<file path="src/hw/rtl/bdq_pkg.sv">
// Package for the bounded deque: sizes, operation and status codes,
// and the decode struct passed from the pointer logic to the top level.
// No dependencies.
package bdq_pkg;

    // deque capacity (entries)
    localparam int unsigned DEPTH = 8;
    // data word width
    localparam int unsigned DW    = 32;
    // store address width
    localparam int unsigned AW    = (DEPTH > 1) ? $clog2(DEPTH) : 1;
    // fill counter width, holds 0..DEPTH
    localparam int unsigned FW    = $clog2(DEPTH + 1);
    // width of head + fill sums before wrap
    localparam int unsigned SW    = FW + 1;
    // width of the reported entry count
    localparam int unsigned CW    = 4;

    typedef enum logic [1:0] {
        FN_PUSH_FRONT = 2'd0,
        FN_PUSH_REAR  = 2'd1,
        FN_POP_FRONT  = 2'd2,
        FN_POP_REAR   = 2'd3
    } t_func;

    typedef enum logic [1:0] {
        ST_OK    = 2'd0,
        ST_FULL  = 2'd1,
        ST_EMPTY = 2'd2
    } t_status;

    // decoded operation for the item being accepted
    typedef struct packed {
        logic              we;      // store write
        logic              re;      // store read (successful pop)
        logic [AW-1:0]     addr;    // store entry touched
        t_status           status;
        logic [CW-1:0]     count;   // entries after the operation
    } t_op_dec;

endpackage

</file>
<file path="src/hw/rtl/bdq_ram.sv">
// Generic single-port-write, single-port-read RAM with registered read.
// Standalone; no package dependency.
module bdq_ram #(
    parameter int unsigned WIDTH = 32,
    parameter int unsigned DEPTH = 8
) (
    input  logic                                   i_clk,
    input  logic                                   i_we,
    input  logic [((DEPTH > 1) ? $clog2(DEPTH) : 1)-1:0] i_waddr,
    input  logic [WIDTH-1:0]                       i_wdata,
    input  logic                                   i_re,
    input  logic [((DEPTH > 1) ? $clog2(DEPTH) : 1)-1:0] i_raddr,
    output logic [WIDTH-1:0]                       o_rdata
);

    logic [WIDTH-1:0] r_mem [DEPTH];
    logic [WIDTH-1:0] r_rdata;

    // write port
    always_ff @(posedge i_clk) begin
        if (i_we) begin
            r_mem[i_waddr] <= i_wdata;
        end
    end

    // registered read; data holds until the next read
    always_ff @(posedge i_clk) begin
        if (i_re) begin
            r_rdata <= r_mem[i_raddr];
        end
    end

    assign o_rdata = r_rdata;

endmodule

</file>
<file path="src/hw/rtl/bdq_ctrl.sv">
// Head and fill pointers of the deque: decodes the operation against the
// current pointers and updates them when a beat is taken. Uses bdq_pkg.
module bdq_ctrl (
    input  logic             i_clk,
    input  logic             i_rst_n,
    input  logic             i_step,
    input  bdq_pkg::t_func   i_func,
    output bdq_pkg::t_op_dec o_dec
);
    import bdq_pkg::*;

    logic [AW-1:0] r_head, n_head;
    logic [FW-1:0] r_fill, n_fill;

    logic          is_full;
    logic          is_empty;
    logic [AW-1:0] head_inc;
    logic [AW-1:0] head_dec;
    logic [SW-1:0] rear_sum;
    logic [SW-1:0] last_sum;
    logic [AW-1:0] rear_idx;
    logic [AW-1:0] last_idx;
    t_op_dec       dec;

    // neighbor indexes with modulo-DEPTH wrap
    assign is_full  = (r_fill == FW'(DEPTH));
    assign is_empty = (r_fill == '0);
    assign head_inc = (r_head == AW'(DEPTH - 1)) ? '0 : r_head + AW'(1);
    assign head_dec = (r_head == '0) ? AW'(DEPTH - 1) : r_head - AW'(1);

    // slot after the rear entry, and the rear entry itself
    assign rear_sum = SW'(r_head) + SW'(r_fill);
    assign last_sum = rear_sum - SW'(1);
    assign rear_idx = (rear_sum >= SW'(DEPTH)) ? AW'(rear_sum - SW'(DEPTH)) : AW'(rear_sum);
    assign last_idx = (last_sum >= SW'(DEPTH)) ? AW'(last_sum - SW'(DEPTH)) : AW'(last_sum);

    // operation decode
    always_comb begin
        n_head     = r_head;
        n_fill     = r_fill;
        dec.we     = 1'b0;
        dec.re     = 1'b0;
        dec.addr   = r_head;
        dec.status = ST_OK;
        case (i_func)
            FN_PUSH_FRONT: begin
                if (is_full) begin
                    dec.status = ST_FULL;
                end else begin
                    dec.we   = 1'b1;
                    dec.addr = head_dec;
                    n_head   = head_dec;
                    n_fill   = r_fill + FW'(1);
                end
            end
            FN_PUSH_REAR: begin
                if (is_full) begin
                    dec.status = ST_FULL;
                end else begin
                    dec.we   = 1'b1;
                    dec.addr = rear_idx;
                    n_fill   = r_fill + FW'(1);
                end
            end
            FN_POP_FRONT: begin
                if (is_empty) begin
                    dec.status = ST_EMPTY;
                end else begin
                    dec.re   = 1'b1;
                    dec.addr = r_head;
                    n_head   = head_inc;
                    n_fill   = r_fill - FW'(1);
                end
            end
            FN_POP_REAR: begin
                if (is_empty) begin
                    dec.status = ST_EMPTY;
                end else begin
                    dec.re   = 1'b1;
                    dec.addr = last_idx;
                    n_fill   = r_fill - FW'(1);
                end
            end
            default: begin
                dec.status = ST_OK;
            end
        endcase
        dec.count = CW'(n_fill);
    end

    assign o_dec = dec;

    // pointer registers
    always_ff @(posedge i_clk) begin
        if (!i_rst_n) begin
            r_head <= '0;
            r_fill <= '0;
        end else if (i_step) begin
            r_head <= n_head;
            r_fill <= n_fill;
        end
    end

    // pointers stay in range
    a_fill_range: assert property (@(posedge i_clk) disable iff (!i_rst_n)
        r_fill <= FW'(DEPTH))
        else $error("fill above capacity");

    a_head_range: assert property (@(posedge i_clk) disable iff (!i_rst_n)
        r_head <= AW'(DEPTH - 1))
        else $error("head out of range");

    // a refused operation leaves the pointers untouched
    a_refused_hold: assert property (@(posedge i_clk) disable iff (!i_rst_n)
        i_step && (dec.status != ST_OK) |=> $stable(r_head) && $stable(r_fill))
        else $error("pointers moved on a refused operation");

endmodule

</file>
<file path="src/hw/rtl/bounded_deque_unit.sv">
// Bounded double-ended queue of signed 32-bit words, top level.
// Instantiates bdq_ctrl and bdq_ram; uses bdq_pkg.

// Each input beat carries one operation (push front, push rear, pop front,
// pop rear) and yields exactly one result beat: the popped word (zero for
// pushes and refused pops), a status (ok, full, empty) and the entry count
// after the operation. The words live in a DEPTH-entry RAM with a
// registered read port; head and fill pointers sit in flip-flops. An item
// passes two steps: the RAM access and pointer update, then the move of the
// registered RAM read result into the output register. A new beat is taken
// only in the idle state, also while a finished result waits in the output
// register; the unit holds in the wait state only while that register is
// full and not being read. No clearing pass is needed after reset.
module bounded_deque_unit (
    input  logic                        i_clk,
    input  logic                        i_rst_n,
    // operation channel
    input  logic                        i_in_valid,
    output logic                        o_in_ready,
    input  logic [1:0]                  i_func,
    input  logic signed [bdq_pkg::DW-1:0] i_data_in,
    // result channel
    output logic                        o_out_valid,
    input  logic                        i_out_ready,
    output logic signed [bdq_pkg::DW-1:0] o_data_out,
    output logic [1:0]                  o_status,
    output logic [bdq_pkg::CW-1:0]      o_count
);
    import bdq_pkg::*;

    typedef enum logic [1:0] {
        S_IDLE = 2'b01,
        S_WAIT = 2'b10
    } t_state;

    t_state        r_state, n_state;
    t_op_dec       dec;
    logic          in_take;
    logic          out_free;
    logic          res_load;
    logic [DW-1:0] ram_rdata;

    // pending result while the RAM read completes
    logic          r_pend_pop;
    t_status       r_pend_status;
    logic [CW-1:0] r_pend_count;

    // output register
    logic          r_out_valid;
    logic [DW-1:0] r_data_out;
    t_status       r_status;
    logic [CW-1:0] r_count;

    // handshake
    assign o_in_ready = (r_state == S_IDLE);
    assign in_take    = i_in_valid && o_in_ready;
    assign out_free   = !r_out_valid || i_out_ready;
    assign res_load   = (r_state == S_WAIT) && out_free;

    // pointer logic
    bdq_ctrl u_ctrl (
        .i_clk   (i_clk),
        .i_rst_n (i_rst_n),
        .i_step  (in_take),
        .i_func  (t_func'(i_func)),
        .o_dec   (dec)
    );

    // word store
    bdq_ram #(
        .WIDTH (DW),
        .DEPTH (DEPTH)
    ) u_ram (
        .i_clk   (i_clk),
        .i_we    (in_take && dec.we),
        .i_waddr (dec.addr),
        .i_wdata (i_data_in),
        .i_re    (in_take && dec.re),
        .i_raddr (dec.addr),
        .o_rdata (ram_rdata)
    );

    // sequencer
    always_comb begin
        n_state = r_state;
        case (r_state)
            S_IDLE: begin
                if (in_take) begin
                    n_state = S_WAIT;
                end
            end
            S_WAIT: begin
                if (out_free) begin
                    n_state = S_IDLE;
                end
            end
            default: begin
                n_state = S_IDLE;
            end
        endcase
    end

    always_ff @(posedge i_clk) begin
        if (!i_rst_n) begin
            r_state <= S_IDLE;
        end else begin
            r_state <= n_state;
        end
    end

    // capture decode results at accept
    always_ff @(posedge i_clk) begin
        if (in_take) begin
            r_pend_pop    <= dec.re;
            r_pend_status <= dec.status;
            r_pend_count  <= dec.count;
        end
    end

    // output register valid
    always_ff @(posedge i_clk) begin
        if (!i_rst_n) begin
            r_out_valid <= 1'b0;
        end else if (res_load) begin
            r_out_valid <= 1'b1;
        end else if (i_out_ready) begin
            r_out_valid <= 1'b0;
        end
    end

    // output payload
    always_ff @(posedge i_clk) begin
        if (res_load) begin
            r_data_out <= r_pend_pop ? ram_rdata : '0;
            r_status   <= r_pend_status;
            r_count    <= r_pend_count;
        end
    end

    assign o_out_valid = r_out_valid;
    assign o_data_out  = r_data_out;
    assign o_status    = r_status;
    assign o_count     = r_count;

    // the store is never read and written in the same cycle
    a_no_rw_clash: assert property (@(posedge i_clk) disable iff (!i_rst_n)
        !(in_take && dec.we && dec.re))
        else $error("store read and write in one cycle");

    // a refused push reports a full deque
    a_full_count: assert property (@(posedge i_clk) disable iff (!i_rst_n)
        o_out_valid && (r_status == ST_FULL) |-> (r_count == CW'(DEPTH)))
        else $error("full status with wrong count");

    // a refused pop reports zero entries and zero data
    a_empty_zero: assert property (@(posedge i_clk) disable iff (!i_rst_n)
        o_out_valid && (r_status == ST_EMPTY) |-> (r_count == '0) && (r_data_out == '0))
        else $error("empty status with nonzero count or data");

    // every accepted beat is followed by the wait state
    a_take_wait: assert property (@(posedge i_clk) disable iff (!i_rst_n)
        in_take |=> (r_state == S_WAIT))
        else $error("accepted beat not followed by wait state");

endmodule
</file>
<file path="config.mk">
export PLATFORM = sky130hd
export DESIGN_NAME = bounded_deque_unit
export DESIGN_NICKNAME = d
export VERILOG_FILES = /design/src/hw/rtl/bdq_pkg.sv /design/src/hw/rtl/bdq_ram.sv /design/src/hw/rtl/bdq_ctrl.sv /design/src/hw/rtl/bounded_deque_unit.sv
export SDC_FILE = /design/constraint.sdc
export NUM_CORES = 1
export LEC_CHECK = 0
export BUFFER_PORTS_ARGS = -buffer_cell sky130_fd_sc_hd__buf_2
export CAP_MARGIN = 20
export CELL_PAD_IN_SITES_DETAIL_PLACEMENT = 1
export CELL_PAD_IN_SITES_GLOBAL_PLACEMENT = 2
export CORE_UTILIZATION = 44
export CTS_BUF_LIST = sky130_fd_sc_hd__clkbuf_4
export CTS_CLUSTER_DIAMETER = 100
export DETAILED_ROUTE_END_ITERATION = 10
export PLACE_DENSITY = 0.88
export SLEW_MARGIN = 20
export SYNTH_ARGS = -nofsm -noshare
export SYNTH_HDL_FRONTEND = slang
export SYNTH_SLANG_ARGS = --single-unit
</file>
<file path="constraint.sdc">
create_clock -name i_clk -period 11.3 [get_ports i_clk]
set_clock_uncertainty 0.2 [all_clocks]
set_input_delay 0.565 -clock i_clk [delete_from_list [all_inputs] [get_ports i_clk]]
set_output_delay 0.565 -clock i_clk [all_outputs]
set_load 0.005 [all_outputs]
</file>
# After elaboration in Yosys (flattened, before gate mapping)
# Memory sizes are Yosys's and may differ from the RTL's. A register that Yosys moved wholly into a read port is not among the register bits.
# Index checks and enable logic that the tools add are counted.
# word_totals
ram_bits,256
mem_count,1
inputBits,38
reg_bits,55
# memory_table
memory,depth,word_bits,read_ports,rd_ports_with_merged_regs,wr,line_no,text
u_ram.r_mem,8,32,1,1,1,bdq_ram.sv:16,logic [WIDTH-1:0] r_mem [DEPTH];
# op_classes
reduce_logical,15
eq_ne,10
n_mux,26
add_sub_neg,8
magnitude_cmp,2
# ops
cell,n
3-bit 2-to-1 mux,7
5-bit case mux with 4 select lines,1
4-bit 2-to-1 mux,4
5-bit by 4-bit greater-or-equal comparator with 1-bit output (second input constant),2
3-bit by 1-bit subtractor with 3-bit output (second input constant),3
4-bit case mux with 2 select lines,1
1-bit 2-to-1 mux,7
2-bit equality test (second input constant),3
2-bit 2-to-1 mux,3
3-bit case mux with 2 select lines,1
3-bit by 4-bit adder with 5-bit output,1
5-bit by 1-bit subtractor with 5-bit output (second input constant),1
4-bit by 1-bit adder with 4-bit output (second input constant),1
2-bit by 1-bit equality test with 1-bit output (second input constant),2
4-bit equality test (second input constant),1
1-bit logical AND,4
4-bit zero test,1
2-bit inequality test (second input constant),2
2-bit case mux with 2 select lines,1
2-bit nonzero test,2
2-bit OR reduction,2
4-bit by 1-bit subtractor with 4-bit output (second input constant),1
3-bit by 1-bit adder with 3-bit output (second input constant),1
3-bit equality test (second input constant),1
other kinds (8),8

# Logic depth before layout (Yosys ltp)
# Gate-level depths: netlist (run 1).
# logic_depth
depth_word,7
depth_mapped,13
mapped_depth_nobuf,11

# Cells and area by module
# Synthesis (run 1) repeated with hierarchy kept, for this count alone.
# hier_totals
hier_cells,625
hier_area_um2,13367.8
# by_module_without_submodules
mod,cells_each,area_each_um2,instances
bdq_ram,415,10786.6,1
bounded_deque_unit,94,1706.6,1
bdq_ctrl,116,874.6,1

# Worst setup path after synthesis (run 1)
# Ideal clock, no wire load.
# synth_timing
path_kind,flip-flop to flip-flop
startpoint,register u_ctrl.r_fill[0]
endpoint,memory u_ram.r_mem[5][0] (enable)
arrival_ns,5.709
slack_ns,4.889
stages_incl_launch_ff,12
path_buffers,1
period_less_slack_ns,6.411
path_cell_list,dfxtp_1 -> ha_1 -> inv_1 -> fa_1 -> ha_1 -> xor2_1 -> or4b_1 -> buf_4 -> a21oi_1 -> a21oi_1 -> o21a_1 -> nor4_1
# synth_via
elab_chain_len,6
elab_cells_between_ends,19
cone_classes,4 x add/sub; 2 x order compare; 1 x eq/ne; 10 x mux; 2 x reduce/logical
# synth_rtl
item,line_no,text
from (decl),bdq_ctrl.sv:13,"logic [FW-1:0] r_fill, n_fill;"
from (signal assigned),bdq_ctrl.sv:100,r_fill <= n_fill;
3-bit by 4-bit adder with 5-bit output or 4-bit equality test (tied branches),"bdq_ctrl.sv:32, bdq_ctrl.sv:26",
5-bit by 1-bit subtractor with 5-bit output or 1-bit 2-to-1 mux (tied branches),"bdq_ctrl.sv:33, bdq_ctrl.sv:47, bdq_ctrl.sv:57",
5-bit by 4-bit greater-or-equal comparator with 1-bit output (tied with other cells),bdq_ctrl.sv:35,assign last_idx = (last_sum >= SW'(DEPTH)) ? AW'(last_sum - SW'(DEPTH)) : AW'(last_sum);
3-bit 2-to-1 mux or 1-bit logical AND (tied branches),"bdq_ctrl.sv:35, bounded_deque_unit.sv:75",
4-bit 2-to-1 mux or 1-bit 2-to-1 mux (tied branches),"bdq_ctrl.sv:76, bdq_ram.sv:21",
5-bit case mux with 4 select lines or 1-bit 2-to-1 mux (tied branches),"bdq_ctrl.sv:45, bdq_ram.sv:22",
to (decl),bdq_ram.sv:16,
# Parallel ways exist; a longest one is shown, timed or not.

# Final worst setup path (run 1)
# layout_timing
startpoint,register u_ctrl.r_fill[0]
endpoint,register u_ram.r_rdata[30] (netlist: u_ram.o_rdata[30]) (read register of u_ram.r_mem) (data pin)
# layout_via
elab_chain_len,6
elab_cells_between_ends,17
cone_classes,4 x add/sub; 2 x order compare; 1 x eq/ne; 8 x mux; 2 x reduce/logical
# layout_rtl
item,line_no,text
3-bit by 4-bit adder with 5-bit output,bdq_ctrl.sv:32,assign rear_sum = SW'(r_head) + SW'(r_fill);
5-bit by 1-bit subtractor with 5-bit output,bdq_ctrl.sv:33,assign last_sum = rear_sum - SW'(1);
5-bit by 4-bit greater-or-equal comparator with 1-bit output or 3-bit by 1-bit subtractor with 3-bit output (tied branches),bdq_ctrl.sv:35,
3-bit 2-to-1 mux,bdq_ctrl.sv:35,
4-bit 2-to-1 mux,bdq_ctrl.sv:76,if (is_empty) begin
5-bit case mux with 4 select lines,bdq_ctrl.sv:45,case (i_func)
to (decl),bdq_ram.sv:17,logic [WIDTH-1:0] r_rdata;
# Parallel ways exist; a longest one is shown, timed or not.
# A chain may end at the register's enable or synchronous reset.

==> results of run 1 <==
## cell usage after synthesis (10+ instances only)
cell type  instances
a22oi_1           63
a311oi_1          63
o22ai_1           35
clkbuf_1         119
nand2_1          271
nand3_1           69
nor3_1            99
buf_2             25
edfxtp_1         333
dfxtp_1           10
o22a_1            63
a21oi_1           78
mux2_1            63
and2_1            36
nor2_1            15
mux2i_1          197
a211oi_1          64
## kinds of logic after synthesis
logic type / Yosys count / synth area share
AOI/OAI and AO/OA: 391 / 0.150
xor gates and xnor gates: 4 / 0.00283
adders and majority gates: 9 / 0.00632
buffers and inverters: 167 / 0.0374
DFF: 343 / 0.536
muxes: 263 / 0.143
and+or+nand+nor: 522 / 0.124
## worst max path at each step
stage | to | slack (ns) | cells after the start
after floorplan | u_ram.r_mem[5][0] | 4.89 | 11
after global placement | u_ram.o_rdata[30] | 6.20 | 12
after detailed placement | u_ram.o_rdata[30] | 6.04 | 12
after CTS | u_ram.o_rdata[30] | 5.98 | 12
after global routing | u_ram.o_rdata[30] | 5.66 | 12
final | u_ram.o_rdata[30] | 5.98 | 12
## metal layers
metal	track usage	wire [microns]	share of wire	vias up
met5	0	0	0	-
met4	0.115	1600	0.026	0
met3	0.0476	3980	0.064	128
met2	0.472	30100	0.48	590
met1	0.364	26400	0.43	7993
li1	-	-	-	6807
## metrics by stage
| stage | worst slack, ns | cell area (sq um) |
|---|---|---|
| 5_1_grt | 5.66 | 21400 |
| 4_1_cts | 5.98 | 21400 |
| 6_report | 5.98 | 21400 |
| 3_5_place_dp | 6.04 | 20000 |
| 3_3_place_gp | 6.20 | 19900 |
| 2_1_floorplan | 4.89 | 19000 |
## worst max-delay path: cells and delay by family (launching register included)
kind | cells | cell delay, ns
buf+inv | 2 | 0.84
compound gates | 1 | 0.50
mux | 1 | 0.42
fa+ha+maj | 3 | 0.92
simple gates | 3 | 1.17
xor+xnor | 2 | 0.46
flops | 1 | 0.49
## state kept, by name (all words and copies together), names as in the netlist
| signal | cells |
|---|---|
| o_status | 2 |
| o_count | 4 |
| o_out_valid | 1 |
| u_ram.r_mem | 256 |
| o_data_out | 32 |
| u_ram.o_rdata | 32 |
| u_ctrl.r_head | 3 |
| r_pend_status | 2 |
| u_ctrl.r_fill | 4 |
| r_pend_count | 4 |
| r_state | 2 |
| r_pend_pop | 1 |
## cell type report
type	count	share of cell area
antenna	1	0.000117
timing repair buffer	154	0.0522
clock inverter	40	0.00747
multi-input combinational	1189	0.386
clock buffer	125	0.0438
tap	577	0.0337
inverter	9	0.00158
sequential	343	0.476
## report_power, final
part           leakage [uW]  internal [uW]  switching (uW)
combinational       0.00383            202             373
sequential          0.00310           1440            20.9
clock              0.000656            514             548
total               0.00759           2160             941
## what timing repair did
item / CTS / global route
setup buffers: 0 / 0
hold endpoints to repair: 266 / 0
hold buffers: 34 / 0
==> metrics.yaml, run 1 <==
fmax_mhz: 188
syn_area_per_cell_sq_um: 11.2
grt_pass1_wl_microns: 95300
setup_violations: 0
final_common_cell: "edfxtp_1"
area_growth_pct: 12.7
finalSetupTns_ns: 0
r2r_slack_ns: 5.98
num-nets-final: 1838
rsz0062_at_grt: "false"
synth_edf_count: 333
drtIter0Drc: 1312
synth-main-ff-cell: "edfxtp_1"
clk-insertion-delay-late_ns: 0.81
grt_max_degree: 71
hold_ws_ns: 0.213
tightest_slew_ns: 1.13
crit_chain: "ha_1 -> inv_1 -> fa_1 -> ha_1 -> xor2_1 -> nand3_2 -> nand2_4 -> xnor2_4 -> buf_4 -> mux2_2 -> a2111oi_0 -> nor3_1"
std_cell_rows: 75
hold_viol: 0
cts_tree: "built"
startpoint_type: "flip-flop"
drive_gt1_frac: 0.153
arrival_ns: 5.60
io_buffers: 77
reg2reg_depth: 12
required_ns: 11.58
core_area_sq_mm: 0.0423
critPathCaptureType: "flip-flop"
clkTransAtPathRegs_ns: 0.06
synth.distinct_cells: 54
crit_top_cell: "ha_1"
die_y_microns: 210
multi_input_area_sq_mm: 0.00827
total_power_uw: 3100
grt_antenna_before_repair: 3
hold_end: "o_count[1]"
synth_warnings: 0
synth_seq_area_share: 0.536
vias: 15518
n_fill_cell: 4542
routedWlPerCell_microns: 25.5
finalCriticalPeriod_ns: 5.32
synth_area_leaders: "edfxtp_1 (53%), mux2i_1 (10%), nand2_1 (5.3%)"
fin_crit_sh: 0.471
fin_cells: 2438
synth_top_area_frac: 0.526
mostFrequentLayoutCells: "edfxtp_1 (333), nand2_1 (270), mux2i_1 (196)"
cts-root-buf: "clkbuf_4"
ctsResizeCount: 0
drc_errors: 0
min-delay-start: "r_pend_count[1]"
min_path_type: "flip-flop to flip-flop"
cts-htree-levels: 3
synth_cells: 1699
powerDensity_mw_per_mm2: 144
die_x_microns: 210
status: "completed"
ir_drop_mv: 0.0640
cp_max_fo: 64
cts_buffers: 94
startpoint: "u_ctrl.r_fill[0]"
cap_violations: 0
drt-total-wl_microns: 62100
fin_util: 0.507
timing.rr.end: "u_ram.o_rdata[30]"
initial_core_util: 0.449
detailed_place_hpwl_microns: 35000
firstDrtPassIters: 5
synth_area_sq_mm: 0.0190
crit_type: "flip-flop to flip-flop"
gr-usage-all-layers: 0.283
synth_fp_nets: 1746
regArea_sq_mm: 0.0102
ys_ff_latch: 343
die-area_sq_mm: 0.0441
synth_top_area_cell: "edfxtp_1"
r2r_start: "u_ctrl.r_fill[0]"
slowest_delay_ns: 0.78
clock_sinks: 343
drv_slew: 0
gp_congestion: 0.801
async_flop_share: 0
leakage_uw: 0.00759
via_per_inst: 6.37
clk_path_buf_depth: 3
ant_nets: 0
relSlewSlack: 0.244
holdPathStages: 0
dp_cells: 2238
pin_count: 78
grt_overflow: 0
slowest_stage: "buf_4"
grt_pass1_vias: 16517
Power figures use the tool's default switching activity.
==> inputs of run 2 (changes only) <==
--- a/config.mk
+++ b/config.mk
@@ -9,11 +9,11 @@
 export CAP_MARGIN = 20
 export CELL_PAD_IN_SITES_DETAIL_PLACEMENT = 1
 export CELL_PAD_IN_SITES_GLOBAL_PLACEMENT = 2
-export CORE_UTILIZATION = 44
+export CORE_UTILIZATION = 40
 export CTS_BUF_LIST = sky130_fd_sc_hd__clkbuf_4
 export CTS_CLUSTER_DIAMETER = 100
 export DETAILED_ROUTE_END_ITERATION = 10
-export PLACE_DENSITY = 0.88
+export PLACE_DENSITY = 0.84
 export SLEW_MARGIN = 20
 export SYNTH_ARGS = -nofsm -noshare
 export SYNTH_HDL_FRONTEND = slang
==> constraint.sdc (replaced) <==
create_clock -name i_clk -period 4.83 [get_ports i_clk]
set_clock_uncertainty 0.2 [all_clocks]
set_input_delay 0.2415 -clock i_clk [delete_from_list [all_inputs] [get_ports i_clk]]
set_output_delay 0.2415 -clock i_clk [all_outputs]
set_load 0.005 [all_outputs]
==> run 2 against run 1 <==
The flow now finishes with violations (design-rule violations). Worst hold slack worse by 0.14 ns. Critical path depth is the same. Sequential power up 130%. Die area up 9.9%. Total power rose by 140%. Register-to-register slack worse by 5.6 ns. Non-clock buffer count is 51 higher. Sequential share of layout area is 1.7 points lower. First-iteration DRC count down 16%. Via count down 0.41%. Clock-buffer cell count up 15. Highest routed layer unchanged.
==> metrics.yaml, run 2 (synthesis results as in run 1) <==
pin_count: 78
routedWlPerCell_microns: 24.4
setup_violations: 0
grt.busiest_layer: "met2"
crit_top_cell: "ha_1"
regArea_sq_mm: 0.0102
cap_violations: 0
required_ns: 5.12
ir_drop_mv: 0.169
top_register: "u_ram.r_mem"
final_common_cell: "edfxtp_1"
io_buffers: 77
n_fill_cell: 5002
hold_viol: 0
clk-insertion-delay-late_ns: 0.85
clkTransAtPathRegs_ns: 0.07
die_x_microns: 220
total_power_uw: 7540
slowest_stage: "or4b_2"
gr-usage-all-layers: 0.257
num-nets-final: 1893
status: "finished, violations left"
firstDrtPassIters: 10
area_growth_pct: 17.0
arrival_ns: 4.72
via_per_inst: 6.11
cp_max_fo: 19
grt_overflow: 0
detailed_place_hpwl_microns: 34000
multi_input_area_sq_mm: 0.00832
largest_reg_flops: 256
fin_cells: 2530
rsz0062_at_grt: "false"
vias: 15454
drt-total-wl_microns: 61700
hold_ws_ns: 0.0768
dp_cells: 2282
min_path_type: "input port to flip-flop"
holdPathStages: 2
ant_nets: 0
startpoint_type: "flip-flop"
core_area_sq_mm: 0.0468
grt.met1_usage: 0.311
grt_max_degree: 81
cts-htree-levels: 3
powerDensity_mw_per_mm2: 339
drtIter0Drc: 1098
grt_pass1_wl_microns: 94100
tightest_slew_ns: 0.922
place_ws_ns: 0.345
clk_path_buf_depth: 3
finalCriticalPeriod_ns: 4.43
clock_sinks: 343
relSlewSlack: 0.386
initial_core_util: 0.407
slowest_delay_ns: 0.74
cts_tree: "built"
fin_crit_sh: 0.918
grt_pass1_vias: 16349
cts_buffers: 98
finalWorstSetupSlack_ns: 0.398
std_cell_rows: 79
met2_usage: 0.443
crit_chain: "ha_1 -> inv_1 -> fa_1 -> ha_1 -> xor2_1 -> or4b_2 -> a21oi_1 -> nor2_1 -> nand2_1 -> o21ai_1 -> nor2_4 -> buf_12"
postCtsSetupBuffers: 0
gp_congestion: 0.760
met3_usage: 0.0425
mostFrequentLayoutCells: "edfxtp_1 (333), nand2_1 (269), mux2i_1 (196)"
reg2reg_depth: 12
crit_type: "flip-flop to flip-flop"
leakage_uw: 0.00795
fmax_mhz: 226
violations: "design-rule violations"
die-area_sq_mm: 0.0484
drive_gt1_frac: 0.163
drc_errors: 12
die_y_microns: 220
grt_antenna_before_repair: 2
critPathCaptureType: "flip-flop"
cts-root-buf: "clkbuf_4"
drv_slew: 0
## run 2: cell count changes in the layout (fill, tap and decap cells not counted), sizes merged, moves of 2 or more
cell | previous run | this run
buf | 120 | 135
inv | 12 | 10
dlygate4sd3 | 34 | 70
clkinv | 36 | 33
clkbuf | 125 | 140
## run 2: layout make-up
class | count | area share
tap | 607 | 0.0341
clock inverter | 35 | 0.00737
timing repair buffer | 205 | 0.0773
clock buffer | 140 | 0.0472
antenna | 2 | 0.000225
sequential | 343 | 0.458
inverter | 9 | 0.00152
multi-input combinational | 1189 | 0.374
## run 2: critical path, delay by kind of cell (launching register included)
family,cells,cell delay [ns]
and+or+nand+nor,4,1.51
buffers and inverters,2,0.33
DFF,1,0.48
adders and majority gates,3,0.92
xor gates and xnor gates,1,0.20
AOI/OAI and AO/OA,2,0.45
## run 2: path summary, 6_finish.rpt
check	from	endpoint	slack, ns
hold reg to reg	r_pend_status[0]	o_status[0]	0.21
hold / removal	i_data_in[8]	u_ram.r_mem[4][8]	0.08
setup reg to reg	u_ctrl.r_fill[0]	u_ram.r_mem[2][30]	0.40
setup / recovery	u_ctrl.r_fill[0]	u_ram.r_mem[2][30]	0.40
## run 2: per-layer routing
metal / part of all wire / vias up
li1: - / 6931
met1: 0.42 / 7928
met2: 0.50 / 458
met3: 0.053 / 137
met4: 0.032 / 0
met5: 0 / -
## run 2: metrics by stage
step                      cell area, sq um  setup TNS, ns  utilization
after floorplan                      19100         -16.73            -
after global placement               20300              0        0.434
after detailed placement             20300              0        0.434
after CTS                            22200              0        0.475
after global routing                 22200              0        0.476
final                                22200              0        0.476
## run 2: power by group
part           internal (uW)  switching (uW)
Clock                   1380            1320
Sequential              3370            41.1
Combinational            525             904
Total                   5270            2260
## run 2: repair_timing
item / 4_1_cts / 5_1_grt
endpoints found under the setup margin: 0 / 0
hold buffers: 70 / 0
gates resized for setup: 0 / 0
endpoints found under the hold margin: 281 / 0
==> inputs of run 3 (changes only) <==
--- a/config.mk
+++ b/config.mk
@@ -9,12 +9,13 @@
 export CAP_MARGIN = 20
 export CELL_PAD_IN_SITES_DETAIL_PLACEMENT = 1
 export CELL_PAD_IN_SITES_GLOBAL_PLACEMENT = 2
-export CORE_UTILIZATION = 40
+export CORE_UTILIZATION = 44
 export CTS_BUF_LIST = sky130_fd_sc_hd__clkbuf_4
 export CTS_CLUSTER_DIAMETER = 100
 export DETAILED_ROUTE_END_ITERATION = 10
-export PLACE_DENSITY = 0.84
+export PLACE_DENSITY = 0.82
 export SLEW_MARGIN = 20
 export SYNTH_ARGS = -nofsm -noshare
 export SYNTH_HDL_FRONTEND = slang
+export SYNTH_HIERARCHICAL = 1
 export SYNTH_SLANG_ARGS = --single-unit
==> run 3 against run 2 <==
Critical endpoint is now u_ram/r_mem[3][2]. Non-clock buffer count fell by 69. Register-to-register slack improved by 0.23 ns. Sequential share of layout area rose by 19 points. Wire length decreased by 53%. The run now ends clean. Critical path depth stayed put. Sequential power barely moved. Area after synthesis down 30%.
==> metrics.yaml, run 3 <==
timing.rr.end: "u_ram/r_mem[3][2]"
detailed_place_hpwl_microns: 16600
cts-root-buf: "clkbuf_4"
drc_errors: 0
mostFrequentLayoutCells: "edfxtp_1 (333), clkbuf_4 (125), buf_2 (77)"
holdPathStages: 2
crit_type: "flip-flop to flip-flop"
finalCriticalPeriod_ns: 4.21
grt_antenna_before_repair: 1
reg2reg_depth: 12
relSlewSlack: 0.260
synth_cells: 625
die_y_microns: 176
place_ws_ns: 0.681
clk_path_buf_depth: 3
setup_violations: 0
r2r_start: "u_ctrl/r_head[0]"
r2r_slack_ns: 0.62
cts_buffers: 89
routedWlPerCell_microns: 22.6
synth.most_common_cell: "edfxtp_1"
fin_crit_sh: 0.871
initial_core_util: 0.449
leakage_uw: 0.00540
finalWorstSetupSlack_ns: 0.625
final_common_cell: "edfxtp_1"
cts-htree-levels: 3
pin_count: 78
hold_viol: 0
fmax_mhz: 238
ir_drop_mv: 0.225
grt_overflow: 0
io_buffers: 77
grt_pass1_wl_microns: 44100
synth_fp_nets: 672
min-delay-start: "i_data_in[15]"
vias: 6708
postCtsSetupBuffers: 0
clkTransAtPathRegs_ns: 0.06
clock_sinks: 343
async_flop_share: 0
synth.distinct_cells: 53
drtIter0Drc: 399
status: "completed"
top_register: "u_ram/r_mem"
syn_area_per_cell_sq_um: 21.4
grt_max_degree: 50
finalSetupTns_ns: 0
required_ns: 5.03
clk-insertion-delay-late_ns: 0.71
ys_ff_latch: 343
gr-usage-all-layers: 0.194
grt_pass1_vias: 7382
cp_max_fo: 49
min_path_type: "input port to flip-flop"
die_x_microns: 176
core_area_sq_mm: 0.0298
hold_end: "u_ram/r_mem[6][15]"
drt-total-wl_microns: 28900
synth-main-ff-cell: "edfxtp_1"
ant_nets: 0
drv_slew: 0
netlist_top_cells_count: "edfxtp_1 (333), mux4_1 (40), and2_1 (36)"
synth_warnings: 6
synth_area_leaders: "edfxtp_1 (75%), mux4_1 (7.9%), mux4_2 (4.0%)"
synth_edf_count: 333
area_growth_pct: 18.4
powerDensity_mw_per_mm2: 416
synth_top_area_frac: 0.748
synth_area_sq_mm: 0.0134
tightest_slew_ns: 1.11
drive_gt1_frac: 0.342
largest_reg_flops: 256
critPathCaptureType: "flip-flop"
die-area_sq_mm: 0.0311
arrival_ns: 4.41
num-nets-final: 872
cap_violations: 0
startpoint_type: "flip-flop"
firstDrtPassIters: 4
synth_seq_area_share: 0.763
n_fill_cell: 2767
cts_tree: "built"
rsz0062_at_grt: "false"
via_per_inst: 5.25
std_cell_rows: 63
synth_top_area_cell: "edfxtp_1"
gp_congestion: 0.796
## run 3: layout make-up
cell class                 count  area, sq um  share of cell area
multi-input combinational    248         3070               0.194
sequential                   343        10200               0.645
clock buffer                 125          938              0.0593
clock inverter                27          113             0.00712
timing repair buffer         136          986              0.0623
tap                          390          488              0.0308
inverter                       7         26.3             0.00166
antenna                        1         2.50            0.000158
## run 3: critical path: stages, from the launching register on
cell      delay, ns
dfxtp_1        0.51
ha_1           0.20
inv_1          0.06
fa_1           0.47
ha_1           0.23
xor2_1         0.15
xnor2_1        0.15
or3b_2         0.50
a31oi_4        0.22
buf_12         0.30
nand2b_1       0.44
nor2_4         0.20
buf_12         0.23
## run 3: worst max-delay path by stage
stage	startpoint	end	slack, ns	cells past startpoint
after floorplan	u_ctrl/r_head[0]	u_ram/r_mem[7][0]	0.49	10
after global placement	u_ctrl/r_head[0]	u_ram/r_mem[3][19]	0.84	12
after detailed placement	u_ctrl/r_head[0]	u_ram/r_mem[3][3]	0.68	12
after CTS	u_ctrl/r_head[0]	u_ram/r_mem[3][12]	0.62	12
after global routing	u_ctrl/r_head[0]	u_ram/r_mem[1][20]	0.40	12
final	u_ctrl/r_head[0]	u_ram/r_mem[3][2]	0.62	12
## run 3: timing repair
item                                   CTS  global route
endpoints found under the hold margin  277             0
hold buffers                            38             0
resized for setup                        0             0
## run 3: layer usage
metal  track usage  share of wire  vias up
li1              -              -     3028
met1         0.252           0.42     3439
met2         0.326           0.51      191
met3        0.0407          0.052       50
met4        0.0678          0.019        0
met5             0              0        -
## run 3: logic make-up after synthesis
family | Yosys count | share of synthesized area
DFF | 343 | 0.763
and+or+nand+nor | 99 | 0.0434
muxes | 98 | 0.148
AOI/OAI and AO/OA | 36 | 0.0183
buffers and inverters | 34 | 0.0148
adders and majority gates | 9 | 0.00899
xor gates and xnor gates | 6 | 0.00393
## run 3: through the flow
step / area [sq um] / std cells / hold slack [ns] / utilization / power (uW)
final: 15800 / 1277 / 0.178 / 0.531 / 6580
after global routing: 15800 / 1277 / 0.126 / 0.531 / 6880
after CTS: 15800 / 1276 / 0.0981 / 0.531 / 6680
after detailed placement: 14400 / 1086 / 0.206 / 0.483 / 4310
after global placement: 14400 / 1086 / 0.204 / 0.483 / 4270
after floorplan: 13400 / 625 / 0.121 / - / 4070
## run 3: where the power goes
group	switching (uW)	internal [uW]
clock network	1130	1190
logic	430	414
registers	32.1	3390
